--- config.mk ---
export PLATFORM = sky130hd
export DESIGN_NAME = client_server_request_dispatcher_core
export DESIGN_NICKNAME = d
export VERILOG_FILES = /design/src/hdl/csrd_pkg.sv /design/src/hdl/client_server_request_dispatcher_core.sv /design/src/hdl/csrd_cfg.sv
export SDC_FILE = /design/constraint.sdc
export NUM_CORES = 2
export LEC_CHECK = 0
export BUFFER_PORTS_ARGS = -buffer_cell sky130_fd_sc_hd__buf_2
export CAP_MARGIN = 20
export CELL_PAD_IN_SITES_DETAIL_PLACEMENT = 1
export CELL_PAD_IN_SITES_GLOBAL_PLACEMENT = 2
export CORE_MARGIN = 2
export CORE_UTILIZATION = 37
export DETAILED_ROUTE_END_ITERATION = 8
export PLACE_DENSITY_LB_ADDON = 0.1
export SYNTH_ARGS = -nofsm -noshare
export SYNTH_HDL_FRONTEND = slang
export SYNTH_SLANG_ARGS = --single-unit
--- constraint.sdc ---
create_clock -name clk -period 6.78 [get_ports clk]
set_input_delay 1.695 -clock clk [delete_from_list [all_inputs] [get_ports clk]]
set_output_delay 1.695 -clock clk [all_outputs]
set_load 0.005 [all_outputs]
--- src/hdl/csrd_pkg.sv ---
// Package for the client/server request dispatcher.
// Holds request codes, log codes, register indexes and the decoded config type.
// No dependencies.
package csrd_pkg;

    localparam int CAP_W = 9;   // holds any capacity up to a depth of 256

    localparam logic [1:0] REQ_ADD       = 2'd0;
    localparam logic [1:0] REQ_INTERRUPT = 2'd1;
    localparam logic [1:0] REQ_SEND      = 2'd2;
    localparam logic [1:0] REQ_OPERATE   = 2'd3;

    localparam logic [7:0] LOG_QFULL = 8'h31;
    localparam logic [7:0] LOG_SFULL = 8'h32;
    localparam logic [7:0] LOG_EMPTY = 8'h33;

    localparam logic [2:0] CFG_CLIENT_COUNT = 3'd0;
    localparam logic [2:0] CFG_CLIENT_QCAP  = 3'd1;
    localparam logic [2:0] CFG_CLIENT_SCAP  = 3'd2;
    localparam logic [2:0] CFG_SERVER_QCAP  = 3'd3;
    localparam logic [2:0] CFG_SERVER_SCAP  = 3'd4;

    typedef struct packed {
        logic [4:0]       nc;   // clients in use, server is nc + 1
        logic [CAP_W-1:0] cq;
        logic [CAP_W-1:0] cs;
        logic [CAP_W-1:0] sq;
        logic [CAP_W-1:0] ss;
    } cfg_eff_t;

endpackage

--- src/hdl/client_server_request_dispatcher_core.sv ---
// Client/server request dispatcher: capture, memory read, execute and, for a request that logs, output per request.
// The first log entry is valid once the accepted request has passed the read and execute states.
// A new request is taken only in the idle state, after every log entry of the last one has
// been taken by the output, so an output stall holds the input as well.
// Reset restores the register defaults and clears pointers and counts, not the byte memories.
// Depends on csrd_pkg and csrd_cfg.
module client_server_request_dispatcher_core
    import csrd_pkg::*;
#(
    parameter int MAX_CLIENTS = 8,
    parameter int FIFO_DEPTH  = 16,
    parameter int STACK_DEPTH = 16
)
(
    input  logic        clk,
    input  logic        rst_n,
    input  logic        cfg_we,
    input  logic [2:0]  cfg_index,
    input  logic [4:0]  cfg_data,
    input  logic        s_axis_tvalid,
    output logic        s_axis_tready,
    input  logic [15:0] s_axis_tdata,   // machine_id[3:0], item_char[11:4], zero pad
    input  logic [1:0]  s_axis_tuser,   // req_type[1:0]
    output logic        m_axis_tvalid,
    input  logic        m_axis_tready,
    output logic [15:0] m_axis_tdata,   // log_machine[3:0], log_value[11:4], zero pad
    output logic        m_axis_tlast
);

    localparam int CW    = (MAX_CLIENTS > 1) ? $clog2(MAX_CLIENTS) : 1;
    localparam int FAW   = (FIFO_DEPTH > 1) ? $clog2(FIFO_DEPTH) : 1;
    localparam int SAW   = (STACK_DEPTH > 1) ? $clog2(STACK_DEPTH) : 1;
    localparam int FCW   = $clog2(FIFO_DEPTH + 1);
    localparam int SCW   = $clog2(STACK_DEPTH + 1);
    localparam int FSW   = FCW + 1;
    localparam int CFAW  = (MAX_CLIENTS * FIFO_DEPTH > 1) ?
                           $clog2(MAX_CLIENTS * FIFO_DEPTH) : 1;
    localparam int CSAW  = (MAX_CLIENTS * STACK_DEPTH > 1) ?
                           $clog2(MAX_CLIENTS * STACK_DEPTH) : 1;

    typedef enum logic [1:0] {S_IDLE, S_READ, S_EXEC, S_OUT} state_t;

    cfg_eff_t cfg;

    csrd_cfg #(
        .MAX_CLIENTS (MAX_CLIENTS),
        .FIFO_DEPTH  (FIFO_DEPTH),
        .STACK_DEPTH (STACK_DEPTH)
    ) u_cfg (
        .clk       (clk),
        .rst_n     (rst_n),
        .cfg_we    (cfg_we),
        .cfg_index (cfg_index),
        .cfg_data  (cfg_data),
        .cfg       (cfg)
    );

    // Byte memories
    logic [7:0] client_fifo_mem  [MAX_CLIENTS*FIFO_DEPTH];
    logic [7:0] client_stack_mem [MAX_CLIENTS*STACK_DEPTH];
    logic [7:0] server_fifo_mem  [FIFO_DEPTH];
    logic [7:0] server_stack_mem [STACK_DEPTH];

    // Pointers and occupancies
    logic [FAW-1:0] cf_head_reg  [MAX_CLIENTS];
    logic [FCW-1:0] cf_count_reg [MAX_CLIENTS];
    logic [SCW-1:0] cs_count_reg [MAX_CLIENTS];
    logic [FAW-1:0] sf_head_reg;
    logic [FCW-1:0] sf_count_reg;
    logic [SCW-1:0] ss_count_reg;

    state_t         state_reg;
    logic [1:0]     type_reg;
    logic [3:0]     id_reg;
    logic [7:0]     ch_reg;
    logic [7:0]     cf_rd_reg;
    logic [7:0]     cs_rd_reg;
    logic [7:0]     sf_rd_reg;
    logic [7:0]     ss_rd_reg;
    logic [3:0]     res_mach_reg [2];
    logic [7:0]     res_val_reg  [2];
    logic           res_two_reg;
    logic           sel_reg;

    // Request decode
    logic           is_client;
    logic           is_server;
    logic [CW-1:0]  c_idx;
    logic [4:0]     srv;
    logic [FAW-1:0] cf_head;
    logic [FCW-1:0] cf_cnt;
    logic [SCW-1:0] cs_cnt;

    always_comb
    begin
        srv       = cfg.nc + 5'd1;
        is_client = (id_reg != 4'd0) && ({1'b0, id_reg} <= cfg.nc);
        is_server = ({1'b0, id_reg} == srv);
        c_idx     = is_client ? CW'(id_reg - 4'd1) : '0;
        cf_head   = cf_head_reg[c_idx];
        cf_cnt    = cf_count_reg[c_idx];
        cs_cnt    = cs_count_reg[c_idx];
    end

    // Read addresses
    logic [CFAW-1:0] cf_rd_addr;
    logic [CSAW-1:0] cs_rd_addr;
    logic [SAW-1:0]  ss_rd_addr;

    assign cf_rd_addr = CFAW'(c_idx) * CFAW'(FIFO_DEPTH) + CFAW'(cf_head);
    assign cs_rd_addr = CSAW'(c_idx) * CSAW'(STACK_DEPTH) + CSAW'(SAW'(cs_cnt - SCW'(1)));
    assign ss_rd_addr = SAW'(ss_count_reg - SCW'(1));

    always_ff @(posedge clk)
    begin
        if (state_reg == S_READ)
        begin
            cf_rd_reg <= client_fifo_mem[cf_rd_addr];
            cs_rd_reg <= client_stack_mem[cs_rd_addr];
            sf_rd_reg <= server_fifo_mem[sf_head_reg];
            ss_rd_reg <= server_stack_mem[ss_rd_addr];
        end
    end

    // Execute step
    logic [FSW-1:0]  cf_sum;
    logic [FSW-1:0]  sf_sum;
    logic [FAW-1:0]  cf_tail;
    logic [FAW-1:0]  sf_tail;
    logic [FAW-1:0]  cf_head_inc;
    logic [FAW-1:0]  sf_head_inc;
    logic            cf_we;
    logic            cs_we;
    logic            sf_we;
    logic            ss_we;
    logic [CFAW-1:0] cf_waddr;
    logic [CSAW-1:0] cs_waddr;
    logic [7:0]      sf_wdata;
    logic [FAW-1:0]  cf_head_next;
    logic [FCW-1:0]  cf_cnt_next;
    logic [SCW-1:0]  cs_cnt_next;
    logic [FAW-1:0]  sf_head_next;
    logic [FCW-1:0]  sf_cnt_next;
    logic [SCW-1:0]  ss_cnt_next;
    logic [1:0]      res_n;
    logic [3:0]      r0_mach;
    logic [7:0]      r0_val;
    logic [3:0]      r1_mach;
    logic [7:0]      r1_val;
    logic            served;
    logic [7:0]      served_val;

    always_comb
    begin
        cf_sum      = FSW'(cf_head) + FSW'(cf_cnt);
        sf_sum      = FSW'(sf_head_reg) + FSW'(sf_count_reg);
        cf_tail     = (cf_sum >= FSW'(FIFO_DEPTH)) ? FAW'(cf_sum - FSW'(FIFO_DEPTH))
                                                    : FAW'(cf_sum);
        sf_tail     = (sf_sum >= FSW'(FIFO_DEPTH)) ? FAW'(sf_sum - FSW'(FIFO_DEPTH))
                                                    : FAW'(sf_sum);
        cf_head_inc = (cf_head == FAW'(FIFO_DEPTH - 1)) ? '0 : cf_head + FAW'(1);
        sf_head_inc = (sf_head_reg == FAW'(FIFO_DEPTH - 1)) ? '0 : sf_head_reg + FAW'(1);
        cf_waddr    = CFAW'(c_idx) * CFAW'(FIFO_DEPTH) + CFAW'(cf_tail);
        cs_waddr    = CSAW'(c_idx) * CSAW'(STACK_DEPTH) + CSAW'(SAW'(cs_cnt));

        cf_we        = 1'b0;
        cs_we        = 1'b0;
        sf_we        = 1'b0;
        ss_we        = 1'b0;
        sf_wdata     = ch_reg;
        cf_head_next = cf_head;
        cf_cnt_next  = cf_cnt;
        cs_cnt_next  = cs_cnt;
        sf_head_next = sf_head_reg;
        sf_cnt_next  = sf_count_reg;
        ss_cnt_next  = ss_count_reg;
        res_n        = 2'd0;
        r0_mach      = id_reg;
        r0_val       = LOG_EMPTY;
        r1_mach      = 4'(srv);
        r1_val       = LOG_QFULL;
        served       = 1'b0;
        served_val   = cs_rd_reg;

        case (type_reg)
            REQ_ADD:
            begin
                if (is_client)
                begin
                    if (CAP_W'(cf_cnt) >= cfg.cq)
                    begin
                        res_n  = 2'd1;
                        r0_val = LOG_QFULL;
                    end
                    else
                    begin
                        cf_we       = 1'b1;
                        cf_cnt_next = cf_cnt + FCW'(1);
                    end
                end
            end
            REQ_INTERRUPT:
            begin
                if (is_client)
                begin
                    if (CAP_W'(cs_cnt) >= cfg.cs)
                    begin
                        res_n  = 2'd1;
                        r0_val = LOG_SFULL;
                    end
                    else
                    begin
                        cs_we       = 1'b1;
                        cs_cnt_next = cs_cnt + SCW'(1);
                    end
                end
                else if (is_server)
                begin
                    if (CAP_W'(ss_count_reg) >= cfg.ss)
                    begin
                        res_n   = 2'd1;
                        r0_mach = 4'(srv);
                        r0_val  = LOG_SFULL;
                    end
                    else
                    begin
                        ss_we       = 1'b1;
                        ss_cnt_next = ss_count_reg + SCW'(1);
                    end
                end
            end
            REQ_SEND:
            begin
                if (is_client)
                begin
                    // Interrupts take precedence over queued processes
                    if (cs_cnt != '0)
                    begin
                        served      = 1'b1;
                        served_val  = cs_rd_reg;
                        cs_cnt_next = cs_cnt - SCW'(1);
                    end
                    else if (cf_cnt != '0)
                    begin
                        served       = 1'b1;
                        served_val   = cf_rd_reg;
                        cf_head_next = cf_head_inc;
                        cf_cnt_next  = cf_cnt - FCW'(1);
                    end
                    res_n  = 2'd1;
                    r0_val = served ? served_val : LOG_EMPTY;
                    if (served)
                    begin
                        sf_wdata = served_val;
                        if (CAP_W'(sf_count_reg) >= cfg.sq)
                            res_n = 2'd2;   // drop the byte, log on the server
                        else
                        begin
                            sf_we       = 1'b1;
                            sf_cnt_next = sf_count_reg + FCW'(1);
                        end
                    end
                end
            end
            REQ_OPERATE:
            begin
                res_n   = 2'd1;
                r0_mach = 4'(srv);
                if (ss_count_reg != '0)
                begin
                    r0_val      = ss_rd_reg;
                    ss_cnt_next = ss_count_reg - SCW'(1);
                end
                else if (sf_count_reg != '0)
                begin
                    r0_val       = sf_rd_reg;
                    sf_head_next = sf_head_inc;
                    sf_cnt_next  = sf_count_reg - FCW'(1);
                end
                else
                    r0_val = LOG_EMPTY;
            end
            default: ;
        endcase
    end

    always_ff @(posedge clk)
    begin
        if (state_reg == S_EXEC)
        begin
            if (cf_we)
                client_fifo_mem[cf_waddr] <= ch_reg;
            if (cs_we)
                client_stack_mem[cs_waddr] <= ch_reg;
            if (sf_we)
                server_fifo_mem[sf_tail] <= sf_wdata;
            if (ss_we)
                server_stack_mem[SAW'(ss_count_reg)] <= ch_reg;
        end
    end

    // Sequencer, pointers and output register
    always_ff @(posedge clk or negedge rst_n)
    begin
        if (!rst_n)
        begin
            state_reg       <= S_IDLE;
            sf_head_reg     <= '0;
            sf_count_reg    <= '0;
            ss_count_reg    <= '0;
            res_two_reg     <= 1'b0;
            sel_reg         <= 1'b0;
            res_mach_reg[0] <= '0;
            res_val_reg[0]  <= '0;
            res_mach_reg[1] <= '0;
            res_val_reg[1]  <= '0;
            for (int i = 0; i < MAX_CLIENTS; i++)
            begin
                cf_head_reg[i]  <= '0;
                cf_count_reg[i] <= '0;
                cs_count_reg[i] <= '0;
            end
        end
        else
        begin
            case (state_reg)
                S_IDLE:
                begin
                    if (s_axis_tvalid)
                        state_reg <= S_READ;
                end
                S_READ:
                begin
                    state_reg <= S_EXEC;
                end
                S_EXEC:
                begin
                    cf_head_reg[c_idx]  <= cf_head_next;
                    cf_count_reg[c_idx] <= cf_cnt_next;
                    cs_count_reg[c_idx] <= cs_cnt_next;
                    sf_head_reg         <= sf_head_next;
                    sf_count_reg        <= sf_cnt_next;
                    ss_count_reg        <= ss_cnt_next;
                    res_mach_reg[0]     <= r0_mach;
                    res_val_reg[0]      <= r0_val;
                    res_mach_reg[1]     <= r1_mach;
                    res_val_reg[1]      <= r1_val;
                    res_two_reg         <= (res_n == 2'd2);
                    sel_reg             <= 1'b0;
                    state_reg           <= (res_n == 2'd0) ? S_IDLE : S_OUT;
                end
                S_OUT:
                begin
                    if (m_axis_tready)
                    begin
                        if (res_two_reg && !sel_reg)
                            sel_reg <= 1'b1;
                        else
                            state_reg <= S_IDLE;
                    end
                end
                default: state_reg <= S_IDLE;
            endcase
        end
    end

    // Request payload
    always_ff @(posedge clk)
    begin
        if (state_reg == S_IDLE && s_axis_tvalid)
        begin
            type_reg <= s_axis_tuser;
            id_reg   <= s_axis_tdata[3:0];
            ch_reg   <= s_axis_tdata[11:4];
        end
    end

    assign s_axis_tready = (state_reg == S_IDLE);
    assign m_axis_tvalid = (state_reg == S_OUT);
    assign m_axis_tdata  = {4'd0, res_val_reg[sel_reg], res_mach_reg[sel_reg]};
    assign m_axis_tlast  = !res_two_reg || sel_reg;

endmodule

--- src/hdl/csrd_cfg.sv ---
// Configuration registers of the dispatcher and their clamped values.
// Depends on csrd_pkg.
module csrd_cfg
    import csrd_pkg::*;
#(
    parameter int MAX_CLIENTS = 8,
    parameter int FIFO_DEPTH  = 16,
    parameter int STACK_DEPTH = 16
)
(
    input  logic       clk,
    input  logic       rst_n,
    input  logic       cfg_we,
    input  logic [2:0] cfg_index,
    input  logic [4:0] cfg_data,
    output cfg_eff_t   cfg
);

    logic [3:0] client_count_reg;
    logic [4:0] cq_reg;
    logic [4:0] cs_reg;
    logic [4:0] sq_reg;
    logic [4:0] ss_reg;

    always_ff @(posedge clk or negedge rst_n)
    begin
        if (!rst_n)
        begin
            client_count_reg <= 4'd1;
            cq_reg           <= 5'd16;
            cs_reg           <= 5'd16;
            sq_reg           <= 5'd16;
            ss_reg           <= 5'd16;
        end
        else if (cfg_we)
        begin
            case (cfg_index)
                CFG_CLIENT_COUNT: client_count_reg <= cfg_data[3:0];
                CFG_CLIENT_QCAP:  cq_reg           <= cfg_data;
                CFG_CLIENT_SCAP:  cs_reg           <= cfg_data;
                CFG_SERVER_QCAP:  sq_reg           <= cfg_data;
                CFG_SERVER_SCAP:  ss_reg           <= cfg_data;
                default: ;
            endcase
        end
    end

    // Saturate capacities at the physical depth, zero stays always full.
    always_comb
    begin
        if (client_count_reg == 4'd0)
            cfg.nc = 5'd1;
        else if (32'(client_count_reg) > MAX_CLIENTS)
            cfg.nc = 5'(MAX_CLIENTS);
        else
            cfg.nc = {1'b0, client_count_reg};
        cfg.cq = (32'(cq_reg) > FIFO_DEPTH)  ? CAP_W'(FIFO_DEPTH)  : CAP_W'(cq_reg);
        cfg.cs = (32'(cs_reg) > STACK_DEPTH) ? CAP_W'(STACK_DEPTH) : CAP_W'(cs_reg);
        cfg.sq = (32'(sq_reg) > FIFO_DEPTH)  ? CAP_W'(FIFO_DEPTH)  : CAP_W'(sq_reg);
        cfg.ss = (32'(ss_reg) > STACK_DEPTH) ? CAP_W'(STACK_DEPTH) : CAP_W'(ss_reg);
    end

endmodule

==> results.json <==
{
  "ant_nets": 0,
  "slew_viol_final": 88,
  "cts_tree": "yes",
  "dpl.hpwl_mm": 201,
  "routed_wl_mm": 323,
  "cp_data_arrival_time_ns": 7.11,
  "core_mm2": 0.274,
  "crit_path_max_incr_delay_ns": 0.59,
  "fin_crit_sh_pct": 96.2,
  "ys_seq_area_share_pct": 73.5,
  "synth_edf_count": 2350,
  "timing.fmax_mhz": 153,
  "die-area_mm2": 0.279,
  "largest_registers": "client_fifo_mem: 1024 flops, client_stack_mem: 1024 flops",
  "clk_path_buf_depth": 4,
  "failed_checks": "slew limit",
  "drc_errors": 0,
  "syn_inst": 6235,
  "clock_latency_ns": 0.90,
  "grt_pass1_vias": 61400,
  "fin_skew_ns": 0.0348,
  "post-cts-setup-buffers": 0,
  "yosys.area.top_type": "edfxtp_1",
  "htreeDepth": 5,
  "path_clk_slew_ns": 0.06,
  "die_x_um": 529,
  "drive_above_1_share_pct": 21.5,
  "grt_usage_pct": 23.0,
  "hold_viol_final": 0,
  "numPortBuffers": 41,
  "layout_min_cycle_time_ns": 6.52,
  "rsz0062_at_grt": "false",
  "worst_slew_pin_slew_ns": 1.68,
  "synthesis.area_mm2": 0.102,
  "grt_pass1_wl_mm": 465,
  "maxCapViolations": 0,
  "via_per_inst": 5.54,
  "place_congestion": 0.794,
  "overflow": 0,
  "crit_path_top_delay_cell": "a21boi_1",
  "setup_viol": 0,
  "antenna_found_initial": 12,
  "async_reset_ff_share_pct": 6.78,
  "synth_top_area_share_pct": 69.3,
  "outcome": "finished with violations",
  "power_uw": 49700,
  "p_leak_uw": 0.0393,
  "io_pins": 50,
  "cts_root_buf": "clkbuf_16",
  "post-route-util_pct": 43.4,
  "syn_avg_cell_area_um2": 16.3,
  "yosysWarnings": 0,
  "ir_drop_v": 0.000284,
  "hp-class": "reg2reg",
  "powerDensity_mw_per_mm2": 419,
  "fp.dieH_um": 529,
  "cp.required_ns": 7.37,
  "ys_seq_elements": 2521,
  "start_kind": "register",
  "dr.first_iter.drc_count": 4857,
  "numCtsBuffers": 288,
  "cts_sinks": 2521,
  "rows": 192,
  "wire_per_inst_um": 30.6,
  "crit_top_cell": "nor2_1",
  "fin_nets": 6822,
  "crit_path_end_kind": "register",
  "area_growth_pct": 16.5,
  "synth_area_leaders": "edfxtp_1 (69%), mux4_2 (8.7%), dfrtp_1 (4.1%)",
  "path_cells": "nor2_1 -> nor2_1 -> ha_1 -> nor2_1 -> a211o_1 -> buf_4 -> buf_4 -> o21ai_0 -> a21oi_4 -> nor3_4 -> inv_8 -> mux2_4 -> a211oi_2 -> a21boi_1 -> nor4bb_1 -> or4_1 -> or4_1",
  "drtPass1Iterations": 7,
  "dr_total_vias": 58400,
  "ys.flop_type": "edfxtp_1",
  "start_util_pct": 37.2,
  "ys_types": 87,
  "relSlewSlack_pct": -11.9,
  "holdWs_ns": 0.473,
  "crit_fanout": 52,
  "grt_start_max_net_pins": 189,
  "worst-setup-path-type": "reg2reg"
}
-- cell families (layout without fill, tap and decap cells) --
group | after synthesis | in the layout | share of synthesized area, %
DFF | 2521 | 2521 | 73.5
muxes | 609 | 609 | 10.9
adders and majority gates | 54 | 54 | 0.686
xor gates and xnor gates | 31 | 31 | 0.267
and+or+nand+nor | 1756 | 1756 | 7.40
buffers and inverters | 410 | 1132 | 1.78
AOI/OAI and AO/OA | 853 | 853 | 5.44
other | 1 | 7 | 0.00368
-- synth_stat cells (35+ instances only) --
master    number
a311oi_1      35
a211oi_1      45
a221oi_1      35
mux4_2       392
mux2_2        65
edfxtp_1    2350
nand2_1      866
a31oi_1       41
clkbuf_1     204
and3_1        40
ha_1          51
o21ai_0      225
a21oi_1      215
dfrtp_1      166
nor3_1        62
nor2_1       418
mux2i_1      148
buf_2         93
inv_1         36
nand3_1      235
buf_1         37
-- metal layers --
layer / track usage, % / wire [µm]
met4: 7.13 / 10000
met1: 32.1 / 144000
met2: 37.9 / 157000
met3: 2.52 / 12000
met5: 0 / 23
-- worst max-delay path, delay by kind of cell, from the launching register on --
family | cells | cell delay [ns]
AND/OR/NAND/NOR | 7 | 2.12
adder cells (fa/ha/maj) | 1 | 0.26
buffers and inverters | 3 | 0.85
flip-flops | 1 | 0.54
AO/OA/AOI/OAI | 5 | 1.97
multiplexers | 1 | 0.42
-- repair_timing --
action                                  in CTS  in global routing
endpoints found under the setup margin       1                138
hold endpoints to repair                     0                  0
gates resized for setup                      1                  4
hold buffers                                 0                  0
gates cloned                                 0                  0
-- through the flow --
step	area [µm²]	std cells	setup WS, ns	setup TNS, ns
floorplan	102000	6238	0.713	0
global placement	110000	10000	-0.114	-0.114
detailed placement	110000	10000	-0.138	-0.138
CTS	119000	10500	0.204	0
global route	119000	10600	0.0191	0
finish	119000	10600	0.260	0
-- area by class of cell --
class	instances	area [µm²]
inverter	41	168
clock buffer	364	7740
multi-input combinational	3307	25300
clock inverter	149	1230
sequential	2521	74900
fill	26500	155000
tap	3589	4490
timing repair buffer	578	4800
antenna	3	7.51
-- report_power, final --
group	internal (µW)	switching (µW)
sequential	18200	311
clock	8740	6360
combinational	5490	10600
-- path summary, 6_finish.rpt --
check | startpoint | to | slack, ns | cells after the start
worst max-delay path | u_cfg.client_count_reg[0]$_DFFE_PN1P_ | cf_rd_reg[6]$_DFFE_PN_ | 0.26 | 17
worst min-delay path | cs_count_reg[17]$_DFFE_PN0P_ | cs_count_reg[17]$_DFFE_PN0P_ | 0.47 | 2
worst max register to register | u_cfg.client_count_reg[0]$_DFFE_PN1P_ | cf_rd_reg[6]$_DFFE_PN_ | 0.26 | 17
worst min register to register | cs_count_reg[17]$_DFFE_PN0P_ | cs_count_reg[17]$_DFFE_PN0P_ | 0.47 | 2
max in group asynchronous | rst_n | cs_count_reg[5]$_DFFE_PN0P_ | 4.70 | 2
min in group asynchronous | rst_n | cf_head_reg[28]$_DFFE_PN0P_ | 0.80 | 1
-- placed cells by master (no fill, tap or decap), drive strengths merged, types with 64 or more instances in the layout --
master	n
nand2	867
edfxtp	2350
nor3	64
mux2i	148
dfrtp	166
nand3	235
clkbuf	366
nor2	418
buf	576
mux4	392
mux2	69
clkinv	114
o21ai	228
a21oi	215
No activity file was read; power rests on OpenSTA's default activity.
